File: config.mk
export PLATFORM = sky130hd
export DESIGN_NAME = sha256_stream_hasher_top_flat
export DESIGN_NICKNAME = d
export VERILOG_FILES = /design/src/sv/s256_pkg.sv /design/src/sv/s256_ifs.sv /design/src/sv/s256_ram.sv /design/src/sv/s256_compress.sv /design/src/sv/sha256_stream_hasher_top.sv /design/src/flat_wrapper.sv
export SDC_FILE = /design/constraint.sdc
export NUM_CORES = 2
export LEC_CHECK = 0
export BUFFER_PORTS_ARGS = -buffer_cell sky130_fd_sc_hd__buf_2
export CAP_MARGIN = 30
export CORE_MARGIN = 2
export CORE_UTILIZATION = 50
export DETAILED_ROUTE_END_ITERATION = 12
export GPL_TIMING_DRIVEN = 1
export PLACE_DENSITY = 0.65
export SETUP_SLACK_MARGIN = 0.2
export SLEW_MARGIN = 20
export SYNTH_ARGS = -nofsm -noshare
export SYNTH_HDL_FRONTEND = slang
export SYNTH_HIERARCHICAL = 1
export SYNTH_SLANG_ARGS = --single-unit
File: constraint.sdc
create_clock -name clk -period 50.9 [get_ports clk]
set_input_delay 5.09 -clock clk [delete_from_list [all_inputs] [get_ports clk]]
set_output_delay 5.09 -clock clk [all_outputs]
set_load 0.1 [all_outputs]
File: src/sv/s256_pkg.sv
// Shared constants, types and the round constant table for the SHA-256 hasher.
`default_nettype none
package s256_pkg;

  localparam int HASH_WORDS  = 8;
  localparam int BLOCK_WORDS = 16;
  localparam int ROUNDS      = 64;

  localparam logic       OP_ABSORB  = 1'b0;
  localparam logic       OP_FINISH  = 1'b1;
  localparam logic [7:0] PAD_MARK   = 8'h80;
  localparam logic [3:0] LEN_HI_IDX = 4'd14;
  localparam logic [3:0] LEN_LO_IDX = 4'd15;

  localparam logic [31:0] INIT_CHAIN [HASH_WORDS] = '{
    32'h6a09e667, 32'hbb67ae85, 32'h3c6ef372, 32'ha54ff53a,
    32'h510e527f, 32'h9b05688c, 32'h1f83d9ab, 32'h5be0cd19
  };

  typedef struct packed {
    logic       rd_en;
    logic [3:0] rd_addr;
    logic [3:0] ld_idx;
    logic       busy;
    logic       done;
  } s256_ctl_t;

  function automatic logic [31:0] round_k(input logic [5:0] t);
    logic [31:0] k;
    case (t)
      6'd0:  k = 32'h428a2f98;  6'd1:  k = 32'h71374491;
      6'd2:  k = 32'hb5c0fbcf;  6'd3:  k = 32'he9b5dba5;
      6'd4:  k = 32'h3956c25b;  6'd5:  k = 32'h59f111f1;
      6'd6:  k = 32'h923f82a4;  6'd7:  k = 32'hab1c5ed5;
      6'd8:  k = 32'hd807aa98;  6'd9:  k = 32'h12835b01;
      6'd10: k = 32'h243185be;  6'd11: k = 32'h550c7dc3;
      6'd12: k = 32'h72be5d74;  6'd13: k = 32'h80deb1fe;
      6'd14: k = 32'h9bdc06a7;  6'd15: k = 32'hc19bf174;
      6'd16: k = 32'he49b69c1;  6'd17: k = 32'hefbe4786;
      6'd18: k = 32'h0fc19dc6;  6'd19: k = 32'h240ca1cc;
      6'd20: k = 32'h2de92c6f;  6'd21: k = 32'h4a7484aa;
      6'd22: k = 32'h5cb0a9dc;  6'd23: k = 32'h76f988da;
      6'd24: k = 32'h983e5152;  6'd25: k = 32'ha831c66d;
      6'd26: k = 32'hb00327c8;  6'd27: k = 32'hbf597fc7;
      6'd28: k = 32'hc6e00bf3;  6'd29: k = 32'hd5a79147;
      6'd30: k = 32'h06ca6351;  6'd31: k = 32'h14292967;
      6'd32: k = 32'h27b70a85;  6'd33: k = 32'h2e1b2138;
      6'd34: k = 32'h4d2c6dfc;  6'd35: k = 32'h53380d13;
      6'd36: k = 32'h650a7354;  6'd37: k = 32'h766a0abb;
      6'd38: k = 32'h81c2c92e;  6'd39: k = 32'h92722c85;
      6'd40: k = 32'ha2bfe8a1;  6'd41: k = 32'ha81a664b;
      6'd42: k = 32'hc24b8b70;  6'd43: k = 32'hc76c51a3;
      6'd44: k = 32'hd192e819;  6'd45: k = 32'hd6990624;
      6'd46: k = 32'hf40e3585;  6'd47: k = 32'h106aa070;
      6'd48: k = 32'h19a4c116;  6'd49: k = 32'h1e376c08;
      6'd50: k = 32'h2748774c;  6'd51: k = 32'h34b0bcb5;
      6'd52: k = 32'h391c0cb3;  6'd53: k = 32'h4ed8aa4a;
      6'd54: k = 32'h5b9cca4f;  6'd55: k = 32'h682e6ff3;
      6'd56: k = 32'h748f82ee;  6'd57: k = 32'h78a5636f;
      6'd58: k = 32'h84c87814;  6'd59: k = 32'h8cc70208;
      6'd60: k = 32'h90befffa;  6'd61: k = 32'ha4506ceb;
      6'd62: k = 32'hbef9a3f7;  6'd63: k = 32'hc67178f2;
      default: k = 32'h0;
    endcase
    return k;
  endfunction

endpackage
`default_nettype wire

File: src/sv/s256_ifs.sv
// Valid/ready channel interfaces for the hasher input and digest output.
`default_nettype none
interface s256_in_if;
  logic       valid;
  logic       ready;
  logic       operation;
  logic [7:0] data_byte;

  modport source (output valid, output operation, output data_byte, input ready);
  modport sink   (input valid, input operation, input data_byte, output ready);
endinterface

interface s256_out_if;
  logic        valid;
  logic        ready;
  logic [31:0] digest_word;
  logic        last_word;

  modport source (output valid, output digest_word, output last_word, input ready);
  modport sink   (input valid, input digest_word, input last_word, output ready);
endinterface
`default_nettype wire

File: src/sv/s256_ram.sv
// Generic single-write, single-read synchronous RAM with registered read data.
`default_nettype none
module s256_ram #(
  parameter int WIDTH = 32,
  parameter int DEPTH = 16
) (
  input  wire logic                     clk,
  input  wire logic                     we,
  input  wire logic [$clog2(DEPTH)-1:0] waddr,
  input  wire logic [WIDTH-1:0]         wdata,
  input  wire logic                     re,
  input  wire logic [$clog2(DEPTH)-1:0] raddr,
  output      logic [WIDTH-1:0]         rdata
);

  logic [WIDTH-1:0] mem [DEPTH];

  always_ff @(posedge clk) begin
    if (we) begin
      mem[waddr] <= wdata;
    end
    if (re) begin
      rdata <= mem[raddr];
    end
  end

endmodule
`default_nettype wire

File: src/sv/s256_compress.sv
// SHA-256 compression engine: schedule window, one round per cycle, chaining words.
`default_nettype none
module s256_compress (
  input  wire logic                  clk,
  input  wire logic                  rst,
  input  wire logic                  start,
  input  wire logic                  chain_init,
  input  wire logic [31:0]           word_in,
  output      s256_pkg::s256_ctl_t   ctl,
  output      logic [31:0]           chain [s256_pkg::HASH_WORDS]
);

  localparam logic [6:0] SCHED_FIRST = 7'd1;
  localparam logic [6:0] LOAD_LAST   = 7'd16;
  localparam logic [6:0] SCHED_LAST  = 7'd64;
  localparam logic [6:0] ROUND_FIRST = 7'd2;
  localparam logic [6:0] ROUND_LAST  = 7'd65;
  localparam logic [6:0] FOLD_CYC    = 7'd66;

  function automatic logic [31:0] rotr(input logic [31:0] x, input int n);
    return (x >> n) | (x << (32 - n));
  endfunction

  logic        busy;
  logic [6:0]  cyc;
  logic [31:0] win [s256_pkg::BLOCK_WORDS];
  logic [31:0] wk;
  logic [31:0] v [s256_pkg::HASH_WORDS];

  logic [5:0]  t;
  logic        sched_on;
  logic        round_on;
  logic        fold;
  logic [31:0] w_new;
  logic [31:0] ssig0;
  logic [31:0] ssig1;
  logic [31:0] bsig0;
  logic [31:0] bsig1;
  logic [31:0] ch;
  logic [31:0] maj;
  logic [31:0] t1;
  logic [31:0] t2;

  assign t        = cyc[5:0] - 6'd1;
  assign sched_on = busy && (cyc >= SCHED_FIRST) && (cyc <= SCHED_LAST);
  assign round_on = busy && (cyc >= ROUND_FIRST) && (cyc <= ROUND_LAST);
  assign fold     = busy && (cyc == FOLD_CYC);

  always_comb begin
    ssig0 = rotr(win[1], 7) ^ rotr(win[1], 18) ^ (win[1] >> 3);
    ssig1 = rotr(win[14], 17) ^ rotr(win[14], 19) ^ (win[14] >> 10);
    w_new = (cyc <= LOAD_LAST) ? word_in : (ssig1 + win[9] + ssig0 + win[0]);
    bsig1 = rotr(v[4], 6) ^ rotr(v[4], 11) ^ rotr(v[4], 25);
    bsig0 = rotr(v[0], 2) ^ rotr(v[0], 13) ^ rotr(v[0], 22);
    ch    = (v[4] & v[5]) ^ (~v[4] & v[6]);
    maj   = (v[0] & v[1]) ^ (v[0] & v[2]) ^ (v[1] & v[2]);
    t1    = v[7] + bsig1 + ch + wk;
    t2    = bsig0 + maj;
  end

  always_comb begin
    ctl.rd_en   = busy && (cyc < LOAD_LAST);
    ctl.rd_addr = cyc[3:0];
    ctl.ld_idx  = t[3:0];
    ctl.busy    = busy;
    ctl.done    = fold;
  end

  always_ff @(posedge clk) begin
    if (rst) begin
      busy <= 1'b0;
      cyc  <= '0;
    end else if (!busy) begin
      if (start) begin
        busy <= 1'b1;
        cyc  <= '0;
      end
    end else if (fold) begin
      busy <= 1'b0;
    end else begin
      cyc <= cyc + 7'd1;
    end
  end

  // schedule window and working variables
  always_ff @(posedge clk) begin
    if (start && !busy) begin
      v <= chain;
    end else if (round_on) begin
      v[7] <= v[6];
      v[6] <= v[5];
      v[5] <= v[4];
      v[4] <= v[3] + t1;
      v[3] <= v[2];
      v[2] <= v[1];
      v[1] <= v[0];
      v[0] <= t1 + t2;
    end
    if (sched_on) begin
      for (int i = 0; i < s256_pkg::BLOCK_WORDS - 1; i++) begin
        win[i] <= win[i+1];
      end
      win[s256_pkg::BLOCK_WORDS-1] <= w_new;
      wk <= w_new + s256_pkg::round_k(t);
    end
  end

  always_ff @(posedge clk) begin
    if (rst || chain_init) begin
      chain <= s256_pkg::INIT_CHAIN;
    end else if (fold) begin
      for (int i = 0; i < s256_pkg::HASH_WORDS; i++) begin
        chain[i] <= chain[i] + v[i];
      end
    end
  end

endmodule
`default_nettype wire

File: src/sv/sha256_stream_hasher_top.sv
// SHA-256 stream hasher top level: byte packing, padding control, digest output.
// The input accepts absorb words back to back while idle; the byte that completes a
// 64-byte block starts a compression that keeps the input stalled until it ends (one
// round per cycle, block words read from the block store RAM one per cycle). A finish
// word runs one or two compressions (two when 56 or more bytes of the last block are
// held), then presents the digest as eight 32-bit words, most significant byte first,
// the last flagged; the hasher then starts a new message.
`default_nettype none
module sha256_stream_hasher_top (
  input wire logic    clk,
  input wire logic    rst,
  s256_in_if.sink     item_in,
  s256_out_if.source  digest_out
);

  typedef enum logic [1:0] {ST_IDLE, ST_COMP, ST_EMIT} state_t;
  typedef enum logic [1:0] {MODE_NORMAL, MODE_PAD, MODE_EXTRA} mode_t;

  state_t      state;
  mode_t       mode;
  logic        comp_start;
  logic [5:0]  fill;
  logic [23:0] acc;
  logic [60:0] byte_count;
  logic [3:0]  pad_idx;
  logic [31:0] pad_word;
  logic        len_here;
  logic [2:0]  emit_idx;

  s256_pkg::s256_ctl_t ctl;
  logic [31:0] chain [s256_pkg::HASH_WORDS];
  logic [31:0] ram_rdata;
  logic [31:0] word_in;
  logic [31:0] pad_word_next;
  logic [63:0] msg_bits;
  logic        in_acc;
  logic        out_acc;
  logic        ram_we;
  logic        chain_init;

  assign item_in.ready          = (state == ST_IDLE);
  assign digest_out.valid       = (state == ST_EMIT);
  assign digest_out.digest_word = chain[emit_idx];
  assign digest_out.last_word   = (emit_idx == 3'd7);

  assign in_acc     = item_in.valid && item_in.ready;
  assign out_acc    = digest_out.valid && digest_out.ready;
  assign ram_we     = in_acc && (item_in.operation == s256_pkg::OP_ABSORB)
                      && (fill[1:0] == 2'd3);
  assign chain_init = out_acc && digest_out.last_word;
  assign msg_bits   = {byte_count, 3'b000};

  always_comb begin
    case (fill[1:0])
      2'd0:    pad_word_next = {s256_pkg::PAD_MARK, 24'h0};
      2'd1:    pad_word_next = {acc[7:0], s256_pkg::PAD_MARK, 16'h0};
      2'd2:    pad_word_next = {acc[15:0], s256_pkg::PAD_MARK, 8'h0};
      default: pad_word_next = {acc, s256_pkg::PAD_MARK};
    endcase
  end

  // block word source for the load phase of each compression
  always_comb begin
    case (mode)
      MODE_PAD: begin
        if (ctl.ld_idx < pad_idx) begin
          word_in = ram_rdata;
        end else if (ctl.ld_idx == pad_idx) begin
          word_in = pad_word;
        end else if (len_here && ctl.ld_idx == s256_pkg::LEN_HI_IDX) begin
          word_in = msg_bits[63:32];
        end else if (len_here && ctl.ld_idx == s256_pkg::LEN_LO_IDX) begin
          word_in = msg_bits[31:0];
        end else begin
          word_in = '0;
        end
      end
      MODE_EXTRA: begin
        if (ctl.ld_idx == s256_pkg::LEN_HI_IDX) begin
          word_in = msg_bits[63:32];
        end else if (ctl.ld_idx == s256_pkg::LEN_LO_IDX) begin
          word_in = msg_bits[31:0];
        end else begin
          word_in = '0;
        end
      end
      default: word_in = ram_rdata;
    endcase
  end

  s256_ram #(
    .WIDTH (32),
    .DEPTH (s256_pkg::BLOCK_WORDS)
  ) u_block_ram (
    .clk   (clk),
    .we    (ram_we),
    .waddr (fill[5:2]),
    .wdata ({acc, item_in.data_byte}),
    .re    (ctl.rd_en),
    .raddr (ctl.rd_addr),
    .rdata (ram_rdata)
  );

  s256_compress u_compress (
    .clk        (clk),
    .rst        (rst),
    .start      (comp_start),
    .chain_init (chain_init),
    .word_in    (word_in),
    .ctl        (ctl),
    .chain      (chain)
  );

  always_ff @(posedge clk) begin
    if (rst) begin
      state      <= ST_IDLE;
      mode       <= MODE_NORMAL;
      comp_start <= 1'b0;
      fill       <= '0;
      byte_count <= '0;
      emit_idx   <= '0;
    end else begin
      case (state)
        ST_IDLE: begin
          if (in_acc) begin
            if (item_in.operation == s256_pkg::OP_ABSORB) begin
              acc        <= {acc[15:0], item_in.data_byte};
              byte_count <= byte_count + 61'd1;
              fill       <= fill + 6'd1;
              if (fill == 6'd63) begin
                mode       <= MODE_NORMAL;
                comp_start <= 1'b1;
                state      <= ST_COMP;
              end
            end else begin
              pad_idx    <= fill[5:2];
              pad_word   <= pad_word_next;
              len_here   <= (fill[5:2] < s256_pkg::LEN_HI_IDX);
              mode       <= MODE_PAD;
              comp_start <= 1'b1;
              state      <= ST_COMP;
            end
          end
        end
        ST_COMP: begin
          comp_start <= 1'b0;
          if (ctl.done) begin
            case (mode)
              MODE_PAD: begin
                if (len_here) begin
                  emit_idx <= '0;
                  state    <= ST_EMIT;
                end else begin
                  mode       <= MODE_EXTRA;
                  comp_start <= 1'b1;
                end
              end
              MODE_EXTRA: begin
                emit_idx <= '0;
                state    <= ST_EMIT;
              end
              default: state <= ST_IDLE;
            endcase
          end
        end
        ST_EMIT: begin
          if (out_acc) begin
            emit_idx <= emit_idx + 3'd1;
            if (digest_out.last_word) begin
              fill       <= '0;
              byte_count <= '0;
              mode       <= MODE_NORMAL;
              state      <= ST_IDLE;
            end
          end
        end
        default: state <= ST_IDLE;
      endcase
    end
  end

`ifndef SYNTH
  a_start_idle: assert property (@(posedge clk) disable iff (rst)
    comp_start |-> !ctl.busy)
    else $error("compression started while engine busy");

  a_done_in_comp: assert property (@(posedge clk) disable iff (rst)
    ctl.done |-> state == ST_COMP)
    else $error("compression finished outside compress state");

  a_finish_pads: assert property (@(posedge clk) disable iff (rst)
    (in_acc && item_in.operation == s256_pkg::OP_FINISH) |=> (mode == MODE_PAD && comp_start))
    else $error("finish did not start a padded compression");

  a_no_overlap: assert property (@(posedge clk) disable iff (rst)
    !(item_in.ready && (digest_out.valid || ctl.busy)))
    else $error("input ready while hashing or emitting");
`endif

endmodule
`default_nettype wire

File: src/flat_wrapper.sv
// flat-port wrapper written by rule: the top's interface ports become plain ports
module sha256_stream_hasher_top_flat 
  (clk, rst, item_in_valid, item_in_operation, item_in_data_byte, item_in_ready, digest_out_valid, digest_out_digest_word, digest_out_last_word, digest_out_ready);
  s256_in_if item_in_i ();
  s256_out_if digest_out_i ();
  input wire logic clk;
  input wire logic rst;
  input wire logic [$bits(item_in_i.valid)-1:0] item_in_valid;
  input wire logic [$bits(item_in_i.operation)-1:0] item_in_operation;
  input wire logic [$bits(item_in_i.data_byte)-1:0] item_in_data_byte;
  output wire logic [$bits(item_in_i.ready)-1:0] item_in_ready;
  output wire logic [$bits(digest_out_i.valid)-1:0] digest_out_valid;
  output wire logic [$bits(digest_out_i.digest_word)-1:0] digest_out_digest_word;
  output wire logic [$bits(digest_out_i.last_word)-1:0] digest_out_last_word;
  input wire logic [$bits(digest_out_i.ready)-1:0] digest_out_ready;
  assign item_in_i.valid = item_in_valid;
  assign item_in_i.operation = item_in_operation;
  assign item_in_i.data_byte = item_in_data_byte;
  assign item_in_ready = item_in_i.ready;
  assign digest_out_valid = digest_out_i.valid;
  assign digest_out_digest_word = digest_out_i.digest_word;
  assign digest_out_last_word = digest_out_i.last_word;
  assign digest_out_i.ready = digest_out_ready;
  sha256_stream_hasher_top u_core (.clk(clk), .rst(rst), .item_in(item_in_i), .digest_out(digest_out_i));
endmodule
==> After elaboration in Yosys (flattened, before gate mapping) <==
Memories as Yosys holds them, arrays and structs flattened. A register that Yosys moved wholly into a read port is not among the register bits.
Index checks and enable logic that the tools add are counted.
{ "classes": {"add_sub_neg": 23, "n_lt_le_gt_ge": 9, "n_eq_ne": 24, "muxes": 63, "bitwise": 30, "n_reduce_logical": 32} }
{ "op_table": {"columns": ["operator", "n"], "rows": [
  ["adder 32 bit", 18],
  ["two-way mux 256 bit", 2],
  ["two-way mux 32 bit", 10],
  ["XOR 32 bit", 9],
  ["two-way mux 61 bit", 4],
  ["AND 32 bit", 5],
  ["case mux 61 bit (2 select lines)", 1],
  ["binary-select mux 32 bit (select 3 bit)", 1],
  ["case mux 32 bit (3 select lines)", 1],
  ["case mux 32 bit (2 select lines)", 1],
  ["adder 61 x 1 -> 61 bit (second input constant)", 1],
  ["inverter 32 bit", 1],
  ["OR 10 x 32 -> 32 bit", 1],
  ["OR 13 x 32 -> 32 bit", 1],
  ["OR 14 x 32 -> 32 bit", 1],
  ["OR 15 x 32 -> 32 bit", 1],
  ["OR 19 x 32 -> 32 bit", 1],
  ["OR 21 x 32 -> 32 bit", 1],
  ["OR 25 x 32 -> 32 bit", 1],
  ["OR 26 x 32 -> 32 bit", 1],
  ["OR 30 x 32 -> 32 bit", 1],
  ["OR 7 x 32 -> 32 bit", 1],
  ["XOR 32 x 22 -> 32 bit", 1],
  ["XOR 32 x 29 -> 32 bit", 1],
  ["48 further kinds", 115]
]} }
{ "word_totals": {"reg_bits": 688, "mem_bits_rw": 1024, "mem_bits_ro": 2048, "n_memories": 3} }
{ "mem_list": {"columns": ["memory", "depth", "width", "read_ports", "rd_clocked_by_memory_dff", "wr", "line", "text"], "rows": [
  ["(no name shown)", 64, 32, 1, 0, 0, "s256_pkg.sv:30", "case (t)"],
  ["u_core.u_block_ram.mem", 16, 32, 1, 1, 1, "s256_ram.sv:16", "logic [WIDTH-1:0] mem [DEPTH];"],
  ["u_core.u_compress.win", 16, 32, 16, 0, 16, "s256_compress.sv:26", "logic [31:0] win [s256_pkg::BLOCK_WORDS];"]
]} }

==> Depth between registers and ports, before layout <==
{ "logic_depth": {"word_depth": 10, "mapped_depth": 32} }

==> By module <==
Netlist, hierarchy kept.
{ "by_module_without_submodules": {"columns": ["module", "n_inst", "cells_each", "area_per_inst_um2", "seq_area_each_um2"], "rows": [
  ["s256_compress", 1, 6655, 65434.0, 29308.1],
  ["s256_ram", 1, 838, 20155.6, 16335.7],
  ["sha256_stream_hasher_top", 1, 811, 8550.7, 3123.0]
]} }

==> Worst setup path after synthesis <==
OpenSTA, ideal clock, no wires.
{ "synth_timing": {"path_type": "register to register", "startpoint": "reg u_core.u_compress.cyc[1]", "endpoint": "mem u_core.u_compress.win[0][0], enable pin", "arrival_ns": 41.623, "required_time_ns": 48.585, "setup_slack_ns": 6.963, "path_stages_with_launch": 7, "period_less_slack_ns": 43.937, "path_cell_list": "dfxtp_1 clkbuf_1 clkinv_1 ha_1 clkbuf_1 nor3_1 a221oi_1"} }
{ "synth_lines": {"columns": ["element", "line", "text"], "rows": [
  ["from (decl)", "s256_compress.sv:25", "logic [6:0] cyc;"],
  ["from (signal assigned)", "s256_compress.sv:81", "cyc <= cyc + 7'd1;"],
  ["to (decl)", "s256_compress.sv:26", null]
]} }

==> Worst setup path after layout <==
{ "layout_timing": {"startpoint": "reg u_core.emit_idx[0]", "endpoint": "out digest_out_digest_word[0]"} }
{ "layout_via": {"elab_chain_cells": 4} }
{ "layout_rtl": {"columns": ["element", "line", "text"], "rows": [
  ["from (decl)", "sha256_stream_hasher_top.sv:28", "logic [2:0] emit_idx;"],
  ["from (signal assigned)", "sha256_stream_hasher_top.sv:168", "emit_idx <= emit_idx + 3'd1;"],
  ["inverter 3 -> 4 bit (not written as such)", "sha256_stream_hasher_top.sv:43", "assign digest_out.digest_word = chain[emit_idx];"],
  ["binary-select mux 32 bit (select 3 bit)", "sha256_stream_hasher_top.sv:43", null],
  ["two-way mux 32 bit (not written as such) (2 in series)", "sha256_stream_hasher_top.sv:43", null],
  ["to (decl)", "flat_wrapper.sv:13", "output wire logic [$bits(digest_out_i.digest_word)-1:0] digest_out_digest_word;"]
]} }
No other way between the ends. The select of a mux whose other input is x is not followed.

==> reports/metrics.csv <==
metric,value,unit
hold_buffers,0,
crit_path_end_kind,output pin,
hp-class,reg -> reg,
dieArea,192000,um^2
first_pass_iters,6,
start_kind,flop,
drive_gt1_share,9.07,%
grt_pass1_wl,416000,um
dp_hpwl,200000,um
vias,66300,
tightest_slew,1.15,ns
grt_max_degree,203,
grt_usage,29.0,%
cts_resized,0,
htreeDepth,4,
maxSlewViolCount,0,
syn_area_per_cell,11.3,um^2
setup_tns,0,ns
vias_per_cell,6.08,
cts-buffers-inserted,184,
required,45.81,ns
die_h,438,um
rsz0062_at_grt,false,
place_congestion,0.990,
area_growth,9.76,%
detail-route-antenna-nets,0,
post_cts_buffers,0,
ios,48,
drc,0,
fin_crit_sh,17.4,%
hold_violations,0,
slowest_delay,0.79,ns
initial_utilization,50.2,%
portBuffers,47,
row_count,159,
drtIter0Drc,7261,
clock_path_buffers,3,
crit_fanout,40,
finalClockSkew,0.0739,ns
antenna_found_initial,6,
crit_path_top_delay_cell,dfxtp_4,
clkLatencyLatePin,0.86,ns
clock-sinks,1737,
grt_pass1_vias,63000,
die_w,438,um
cts_tree,done,
relSlewSlack,22.0,%
crit_arrival,3.76,ns
setup_viol,0,
wl_met1,124000,um
postSynthCellCount,8303,
highest_layer,met5,
clk_pin_slew,0.06,ns
period_minus_slack,8.85,ns
met2_length,124000,um
syn_area,94100,um^2
grt-ovfl-total,0,
max_clock_freq,113,MHz
worstPathCellList,buf_4 > mux4_2 > mux2_2 > buf_2,
syn_nets,8922,
criticalPathCategory,reg -> out,
wl,281000,um
ys_warn_count,6,
wl_met3,24300,um
cap_viol_max_count,0,
routedWlPerCell,25.8,um
clock-root-buffer,clkbuf_16,
status,"finished, final reports clean",
core,187000,um^2
final_nets,8864,
[placed cells by master (no fill, tap or decap), types with 37 or more instances in the layout]
master / count
mux4_2: 193
clkbuf_1: 37
nor2b_1: 62
mux2i_1: 67
nand2b_1: 74
dfxtp_1: 334
o21ai_0: 402
buf_4: 100
inv_1: 415
and3_1: 43
o211ai_1: 108
edfxtp_1: 1398
mux2_2: 41
a21o_1: 205
clkbuf_16: 188
o21bai_1: 43
a31oi_1: 54
nor3_1: 100
a22oi_1: 74
xnor2_1: 375
fa_1: 166
nor2_1: 472
o21a_1: 66
xor2_1: 259
nand4_1: 44
nand2_1: 1182
buf_2: 48
clkinv_1: 39
a21oi_1: 558
nand3_1: 140
ha_1: 438
a211oi_1: 67
[per-layer routing]
metal / GRT usage (%) / up-vias
li1: - / 30100
met1: 43.0 / 32900
met2: 43.0 / 2841
met3: 5.27 / 411
met4: 9.42 / 4
met5: 0 / -
[layout make-up]
class,count,area [um^2]
repair buffers,161,1300
multi-input cells,5740,42500
inverters,421,1580
fillers,15900,84100
flip-flops and latches,1737,48800
clock buffers,231,4930
diodes,6,15.0
clock inverters,111,1100
well taps,2495,3120
[critical path: cells and delay by family (launching register included)]
family                 cells  cell delay, ns
flip-flops                 1            0.79
multiplexers               2            0.98
buffers and inverters      2            1.09
[per-stage QoR]
step	setup slack (ns)	hold slack [ns]	util [%]	area, um^2	std cells
finish	42.05	0.411	55.1	103000	10900
floorplan	6.96	0.400	-	94100	8303
detailed placement	42.64	0.405	51.8	97100	10500
global placement	42.56	0.400	51.8	97000	10500
global route	41.82	0.406	55.1	103000	10900
CTS	41.93	0.402	55.0	103000	10900
[flip-flops by register name (all words and copies together) (netlist names)]
| name | cells |
|---|---|
| u_core/u_compress/wk | 32 |
| u_core/pad_word | 25 |
| u_core/acc | 24 |
| u_core/comp_start | 1 |
| u_core/u_compress/chain | 256 |
| u_core/u_block_ram/mem | 512 |
| u_core/u_block_ram/rdata | 32 |
| u_core/u_compress/busy | 1 |
| u_core/u_compress/v | 256 |
| u_core/u_compress/win | 512 |
| u_core/len_here | 1 |
| u_core/emit_idx | 3 |
| u_core/u_compress/cyc | 7 |
| u_core/byte_count | 61 |
| u_core/fill | 6 |
| u_core/pad_idx | 4 |
| u_core/mode | 2 |
| u_core/state | 2 |
[worst paths after layout]
check / startpoint / end / slack, ns / depth (start not counted)
max reg2reg: u_core/u_compress/v[122] / u_core/u_compress/v[254] / 42.42 / 27
max: u_core/emit_idx[0] / digest_out_digest_word[0] / 42.05 / 4
min reg2reg: u_core/u_compress/win[1][255] / u_core/u_compress/win[1][223] / 0.41 / 0
min: u_core/u_compress/win[1][255] / u_core/u_compress/win[1][223] / 0.41 / 0
Power is not shown: default switching activity piles up to over one toggle a cycle in this logic, so the estimate is an artifact.
